<file path="config.mk">
export PLATFORM = sky130hd
export DESIGN_NAME = kcs_ctrl
export DESIGN_NICKNAME = d
export VERILOG_FILES = /design/src/rtl/kcs_pkg.sv /design/src/rtl/kcs_ctrl.sv
export SDC_FILE = /design/constraint.sdc
export NUM_CORES = 1
export LEC_CHECK = 0
export CORE_MARGIN = 3
export CORE_UTILIZATION = 49
export CTS_CLUSTER_DIAMETER = 150
export DETAILED_ROUTE_END_ITERATION = 8
export DONT_BUFFER_PORTS = 1
export GPL_ROUTABILITY_DRIVEN = 1
export PLACE_DENSITY_LB_ADDON = 0.25
export SLEW_MARGIN = 10
export SYNTH_ARGS = -nofsm -noshare
export SYNTH_HDL_FRONTEND = slang
export SYNTH_SLANG_ARGS = --single-unit
</file>
<file path="constraint.sdc">
create_clock -name clk -period 1.47 [get_ports clk]
set_input_delay 0.2205 -clock clk [delete_from_list [all_inputs] [get_ports clk]]
set_output_delay 0.2205 -clock clk [all_outputs]
set_load 0.1 [all_outputs]
</file>
<file path="src/rtl/kcs_pkg.sv">
// ----------------------------------------------------------------------------
// kcs_pkg
// Shared types, constants and tables of the keyframe camera sampler.
// ----------------------------------------------------------------------------
`default_nettype none

package kcs_pkg;

  localparam int KCS_MAX_KEYS  = 16;
  localparam int KCS_FRAC_BITS = 16;
  localparam int Q30           = 30;
  localparam logic [12:0] EASE_LINEAR = 13'd256;
  localparam logic [23:0] FOV_MAX     = 24'hFFFFFF;

  // lerp channels
  localparam logic [2:0] CH_PX  = 3'd0;
  localparam logic [2:0] CH_PY  = 3'd1;
  localparam logic [2:0] CH_PZ  = 3'd2;
  localparam logic [2:0] CH_TX  = 3'd3;
  localparam logic [2:0] CH_TY  = 3'd4;
  localparam logic [2:0] CH_TZ  = 3'd5;
  localparam logic [2:0] CH_FOV = 3'd6;

  typedef struct packed {
    logic signed [31:0] ktime;
    logic signed [31:0] px;
    logic signed [31:0] py;
    logic signed [31:0] pz;
    logic signed [31:0] tx;
    logic signed [31:0] ty;
    logic signed [31:0] tz;
    logic [23:0]        fov;
    logic [12:0]        ease;
  } key_t;

  typedef enum logic [4:0] {
    OP_NOP,
    OP_WRITE,
    OP_LOAD,
    OP_EMPTY,
    OP_IDX0,
    OP_PUT,
    OP_IDXL,
    OP_IDX1,
    OP_IDXINC,
    OP_LATB,
    OP_DIVINIT,
    OP_DIVSTEP,
    OP_POWINIT,
    OP_NORM,
    OP_LOG,
    OP_MULE,
    OP_EXPINIT,
    OP_EXP,
    OP_EXPFIN,
    OP_SQ_PW,
    OP_SQ_S,
    OP_SQ_F,
    OP_FIN,
    OP_LERP,
    OP_LFIN
  } op_t;

  typedef struct packed {
    op_t        op;
    logic [4:0] step;
    logic [2:0] chan;
  } cmd_t;

  typedef struct packed {
    logic n_zero;
    logic n_one;
    logic t_le;
    logic t_ge;
    logic pw_special;
    logic x_norm;
    logic pexp_zero;
  } sts_t;

  typedef logic [31:0][29:0] root_tab_t;

  function automatic logic [63:0] isqrt64(logic [63:0] v);
    logic [63:0] vv;
    logic [63:0] r;
    logic [63:0] bit_v;
    vv    = v;
    r     = '0;
    bit_v = 64'h4000_0000_0000_0000;
    for (int i = 0; i < 32; i++) begin
      if (bit_v > vv) bit_v = bit_v >> 2;
    end
    for (int i = 0; i < 32; i++) begin
      if (bit_v != 0) begin
        if (vv >= r + bit_v) begin
          vv = vv - (r + bit_v);
          r  = (r >> 1) + bit_v;
        end else begin
          r = r >> 1;
        end
        bit_v = bit_v >> 2;
      end
    end
    return r;
  endfunction

  // successive square roots of one half in Q30, entry k is the k-th root
  function automatic root_tab_t make_roots();
    root_tab_t   tab;
    logic [63:0] c;
    tab = '0;
    c   = 64'd1 << (Q30 - 1);
    for (int k = 1; k <= 30; k++) begin
      c      = isqrt64(c << Q30);
      tab[k] = c[29:0];
    end
    return tab;
  endfunction

  localparam root_tab_t ROOTS = make_roots();

endpackage

`default_nettype wire

</file>
<file path="src/rtl/kcs_ctrl.sv">
// ----------------------------------------------------------------------------
// kcs_ctrl
// Sequencer: key search, division, power, smoothstep and lerp steps.
// ----------------------------------------------------------------------------
`default_nettype none

module kcs_ctrl #(
  parameter int FRAC_BITS = kcs_pkg::KCS_FRAC_BITS
) (
  input  logic          clk,
  input  logic          rst,
  input  logic          start,
  input  logic          req_type,
  input  kcs_pkg::sts_t sts,
  output kcs_pkg::cmd_t cmd,
  output logic          busy
);
  import kcs_pkg::*;

  typedef enum logic [4:0] {
    S_IDLE, S_CHK, S_RA0, S_T0, S_RAL, S_TL, S_RAS, S_TS, S_RAA, S_TA,
    S_DIV, S_POW, S_NORM, S_LOG, S_MULE, S_EXPI, S_EXP, S_EXPF,
    S_SQ1, S_FN1, S_SQ2, S_FN2, S_SQ3, S_FN3, S_LRP, S_LFN
  } state_t;

  state_t     state, state_next;
  logic [4:0] cnt, cnt_next;

  assign busy = (state != S_IDLE);

  always_comb begin
    state_next = state;
    cnt_next   = cnt;
    cmd.op     = OP_NOP;
    cmd.step   = cnt;
    cmd.chan   = cnt[2:0];
    unique case (state)
      S_IDLE: begin
        if (start) begin
          if (req_type) begin
            cmd.op     = OP_LOAD;
            state_next = S_CHK;
          end else begin
            cmd.op = OP_WRITE;
          end
        end
      end
      S_CHK: begin
        if (sts.n_zero) begin
          cmd.op     = OP_EMPTY;
          state_next = S_IDLE;
        end else begin
          cmd.op     = OP_IDX0;
          state_next = S_RA0;
        end
      end
      S_RA0: state_next = S_T0;
      S_T0: begin
        if (sts.n_one || sts.t_le) begin
          cmd.op     = OP_PUT;
          state_next = S_IDLE;
        end else begin
          cmd.op     = OP_IDXL;
          state_next = S_RAL;
        end
      end
      S_RAL: state_next = S_TL;
      S_TL: begin
        if (sts.t_ge) begin
          cmd.op     = OP_PUT;
          state_next = S_IDLE;
        end else begin
          cmd.op     = OP_IDX1;
          state_next = S_RAS;
        end
      end
      S_RAS: state_next = S_TS;
      S_TS: begin
        if (sts.t_le) begin
          cmd.op     = OP_LATB;
          state_next = S_RAA;
        end else begin
          cmd.op     = OP_IDXINC;
          state_next = S_RAS;
        end
      end
      S_RAA: state_next = S_TA;
      S_TA: begin
        cmd.op     = OP_DIVINIT;
        cnt_next   = '0;
        state_next = S_DIV;
      end
      S_DIV: begin
        cmd.op   = OP_DIVSTEP;
        cnt_next = cnt + 5'd1;
        if (cnt == 5'(FRAC_BITS)) state_next = S_POW;
      end
      S_POW: begin
        cmd.op     = OP_POWINIT;
        state_next = sts.pw_special ? S_SQ1 : S_NORM;
      end
      S_NORM: begin
        if (sts.x_norm) begin
          cnt_next   = 5'd1;
          state_next = S_LOG;
        end else begin
          cmd.op = OP_NORM;
        end
      end
      S_LOG: begin
        cmd.op   = OP_LOG;
        cnt_next = cnt + 5'd1;
        if (cnt == 5'(Q30)) state_next = S_MULE;
      end
      S_MULE: begin
        cmd.op     = OP_MULE;
        state_next = S_EXPI;
      end
      S_EXPI: begin
        cmd.op     = OP_EXPINIT;
        cnt_next   = 5'd1;
        state_next = sts.pexp_zero ? S_SQ1 : S_EXP;
      end
      S_EXP: begin
        cmd.op   = OP_EXP;
        cnt_next = cnt + 5'd1;
        if (cnt == 5'(Q30)) state_next = S_EXPF;
      end
      S_EXPF: begin
        cmd.op     = OP_EXPFIN;
        state_next = S_SQ1;
      end
      S_SQ1: begin cmd.op = OP_SQ_PW; state_next = S_FN1; end
      S_FN1: begin cmd.op = OP_FIN;   state_next = S_SQ2; end
      S_SQ2: begin cmd.op = OP_SQ_S;  state_next = S_FN2; end
      S_FN2: begin cmd.op = OP_FIN;   state_next = S_SQ3; end
      S_SQ3: begin cmd.op = OP_SQ_F;  state_next = S_FN3; end
      S_FN3: begin
        cmd.op     = OP_FIN;
        cnt_next   = '0;
        state_next = S_LRP;
      end
      S_LRP: begin
        cmd.op   = OP_LERP;
        cnt_next = cnt + 5'd1;
        if (cnt[2:0] == CH_FOV) state_next = S_LFN;
      end
      S_LFN: begin
        cmd.op     = OP_LFIN;
        state_next = S_IDLE;
      end
      default: state_next = S_IDLE;
    endcase
  end

  always_ff @(posedge clk) begin
    if (rst) begin
      state <= S_IDLE;
      cnt   <= '0;
    end else begin
      state <= state_next;
      cnt   <= cnt_next;
    end
  end

endmodule

`default_nettype wire

</file>
==> flow_summary.yaml, run 1 <==
logic_synthesis:
  ys_ff_latch: 10
  syn-cell-area_um2: 1250
  async_reset_ff_frac: 0
  synth_top_area_share: 0.160
  synth_edf_count: 0
  seq_area_frac_synth: 0.160
  syn_area_per_cell_um2: 7.40
  synth.most_common_cell: "o21ai_0"
  synth-main-ff-cell: "dfxtp_1"
  syn-num-nets: 183
  synth_top_area_cell: "dfxtp_1"
  yosys-top-cells-area: "dfxtp_1 (16%), o21ai_0 (5.2%), buf_2 (4.8%)"
  yosysWarnings: 0
  synth.distinct_cells: 60
  synthCells: 169
  synthTopCellsByCount: "o21ai_0 (13), buf_2 (12), dfxtp_1 (10)"
placement:
  port-buffer-count: 0
  gp_congestion: 0.946
  dp_hpwl_um: 3680
status:
  error: "[ERROR DPL-0038] Utilization greater than 100%, impossible to legalize"
  status: "aborted with a tool error"
  haltStage: "global routing"
timing:
  repair-timing-grt-worst-ep: "cmd[9]"
  worst-ep-kind: "output port"
cts:
  htree_levels: 1
  cts_buffers: 3
  ctsRootBufferMaster: "clkbuf_4"
  cts_max_path_buffers: 2
  cts_sinks: 10
global_routing:
  grt_max_degree: 12
floorplan:
  die_w_um: 56.5
  start_util: 0.540
  ioPinCount: 25
  die_h_um: 56.5
  rows: 17
what timing repair did:
action,4_1_cts
resized for setup,45
pin swaps,16
endpoints found under the hold margin,3
endpoints found under the setup margin,18
hold buffers,1
cloned,0
buffers inserted,21
stage by stage:
step | cells | setup WS (ns) | hold slack, ns | area [µm²]
global placement | 241 | -0.447 | 0.286 | 1850
floorplan | 169 | -0.447 | 0.282 | 1420
detailed placement | 241 | -0.450 | 0.289 | 1850
CTS | 267 | -0.528 | 0.130 | 2210
cell families after synthesis:
logic type | Yosys count | synth area share
compound gates | 60 | 0.341
fa+ha+maj | 3 | 0.0300
flops | 10 | 0.160
xor+xnor | 2 | 0.0140
simple gates | 64 | 0.312
mux | 4 | 0.0320
buf+inv | 26 | 0.111
==> run 2, diff against run 1 <==
CORE_UTILIZATION = 34   (was 49)
CTS_CLUSTER_DIAMETER = not set   (was 150)
PLACE_DENSITY_LB_ADDON = 0.15   (was 0.25)
clock period = 1.91 ns   (was 1.47 ns; I/O delays follow)
==> run 2 against run 1 <==
  * The flow now finishes, with violations (negative setup slack)
  * Synthesized cell count unchanged
  * Area after synthesis unchanged
==> flow_summary.yaml, run 2 <==
status:
  status: "finished with violations"
  violations: "negative setup slack"
logic_synthesis:
  synth_top_area_cell: "dfxtp_1"
  yosysWarnings: 0
  synthTopCellsByCount: "o21ai_0 (13), buf_2 (12), dfxtp_1 (10)"
  async_reset_ff_frac: 0
  synth_edf_count: 0
  synthCells: 169
  ys_ff_latch: 10
  syn_area_per_cell_um2: 7.40
  syn-cell-area_um2: 1250
  syn-num-nets: 183
  seq_area_frac_synth: 0.160
  synth.most_common_cell: "o21ai_0"
  synth.distinct_cells: 60
  synth-main-ff-cell: "dfxtp_1"
  synth_top_area_share: 0.160
  yosys-top-cells-area: "dfxtp_1 (16%), o21ai_0 (5.2%), buf_2 (4.8%)"
power_and_ir_drop:
  power_density_nw_per_um2: 354
  leakage_nw: 0.695
  ir_drop_uv: 369
global_routing:
  grt_pass1_vias: 1398
  grt_max_degree: 17
  gr-total-overflow: 0
  antenna_found_initial: 0
  gr-usage-all-layers: 0.200
  grt_pass1_wl_um: 6760
drt:
  wl_um: 4290
  via_per_inst: 6.10
  drtPass1Iterations: 4
  drc: 0
  vias: 1495
  initialDrtViolationCount: 181
  ant_nets: 0
  wire_per_inst_um: 17.5
hold_path:
  hp-class: "input port to flip-flop"
  whs_path_depth: 1
final_layout:
  design_area_um2: 1910
  multiInputGateArea_um2: 1040
  drive_gt1_frac: 0.442
  areaGrowthSynthToFinish_pct: 52.7
  seqCellArea_um2: 225
  nets: 214
  n_fill_cell: 315
  final_common_cell: "buf_4"
  diodes: 0
  layout_common_cells: "buf_4 (30), nand3_1 (9), buf_12 (9)"
  top_regs: "cnt: 5 flops, state: 5 flops"
timing:
  maxSlewHeadroom: 0.604
  setup_violations: 4
  hold_viol_final: 0
  period_share: 1.02
  whs_ns: 0.104
  min_period_ns: 1.95
  drv_slew: 0
  rsz0062_at_grt: "yes"
  fmax_mhz: 514
  clock_skew_ns: 0.00568
  setup_ws_ns: -0.0351
  worst_pin_slew_ns: 0.593
run:
  cap_violations: 0
worst_setup_path:
  cp.arrival_ns: 1.66
  worstPathRequired_ns: 1.62
  crit_type: "flip-flop to output port"
  critPathLaunchType: "flip-flop"
  rr_worst_depth: 6
  critPathCaptureType: "output port"
  cp_max_fo: 5
floorplan:
  rows: 21
  die_h_um: 66.7
  start_util: 0.364
  die_w_um: 66.7
  coreArea_um2: 3440
  fp.dieArea_um2: 4440
  ioPinCount: 25
placement:
  port-buffer-count: 0
  dp_hpwl_um: 2930
  gp_congestion: 0.905
  place_area_um2: 1610
cts:
  cts_max_path_buffers: 2
  holdBufCountCts: 0
  cts_tree: "built"
  clock_latency_ns: 0.24
  cts_sinks: 10
  htree_levels: 1
  clk_pin_slew_ns: 0.05
  ctsRootBufferMaster: "clkbuf_8"
  cts_buffers: 3
==> run 2: cell counts after synthesis <==
No cell type changed its count.
==> run 2: where the power goes <==
part	switching, mW	internal [mW]
registers	0.00528	0.206
logic	0.130	0.0992
clock network	0.0892	0.147
total	0.225	0.452
==> run 2: path summary, 6_finish.rpt <==
check                         from                    end  slack [ns]
max          state[0]$_SDFFE_PP0P_                 cmd[9]       -0.04
max reg2reg  state[0]$_SDFFE_PP0P_  state[1]$_SDFFE_PP0P_        0.05
min                            rst  state[4]$_SDFFE_PP0P_        0.10
min reg2reg    cnt[1]$_SDFFE_PP0P_    cnt[1]$_SDFFE_PP0P_        0.48
==> run 2: per-stage QoR <==
| stage | setup WS, ns | setup TNS [ns] | instances | util | power [mW] |
|---|---|---|---|---|---|
| after global routing | -0.0817 | -0.316 | 245 | 0.555 | 0.704 |
| after floorplan | -0.0766 | -0.0766 | 169 | - | 0.361 |
| after global placement | 0.0321 | 0 | 231 | 0.467 | 0.410 |
| after detailed placement | 0.0197 | 0 | 231 | 0.467 | 0.410 |
| final | -0.0351 | -0.0920 | 245 | 0.555 | 0.677 |
| after CTS | -0.0603 | -0.128 | 242 | 0.530 | 0.665 |
==> run 2: area by class of cell <==
cell class,count,share of cell area
Clock buffer,4,0.0236
Inverter,7,0.0138
Timing Repair Buffer,45,0.271
Tap cell,46,0.0301
Multi-Input combinational cell,133,0.544
Sequential cell,10,0.118
==> run 2: cells by family after synthesis <==
| kind of cell | share of synthesized area |
|---|---|
| adders and majority gates | 0.0300 |
| xor gates and xnor gates | 0.0140 |
| muxes | 0.0320 |
| buffers and inverters | 0.111 |
| AOI/OAI and AO/OA | 0.341 |
| and+or+nand+nor | 0.312 |
| DFF | 0.160 |
==> run 2: worst max-delay path, stage by stage (launching register included) <==
cell and delay, ns:
dfxtp_4 0.36, buf_4 0.15, buf_6 0.12, xor2_1 0.14, a221oi_2 0.32, o22ai_4 0.13, buf_12 0.18
==> run 2: timing repair <==
| item | 4_1_cts | 5_1_grt |
|---|---|---|
| setup endpoints to repair | 5 | 9 |
| buffers inserted | 5 | 3 |
| pin swaps | 9 | 4 |
| resized for setup | 23 | 14 |
| gates cloned | 2 | 0 |
==> run 2: per-layer routing <==
layer	GRT usage	up-vias	wire, µm
li1	-	704	-
met1	0.254	716	1640
met2	0.334	63	2190
met3	0.0489	12	377
met4	0.0508	0	82
met5	0	-	0
Power figures use the tool's default switching activity.
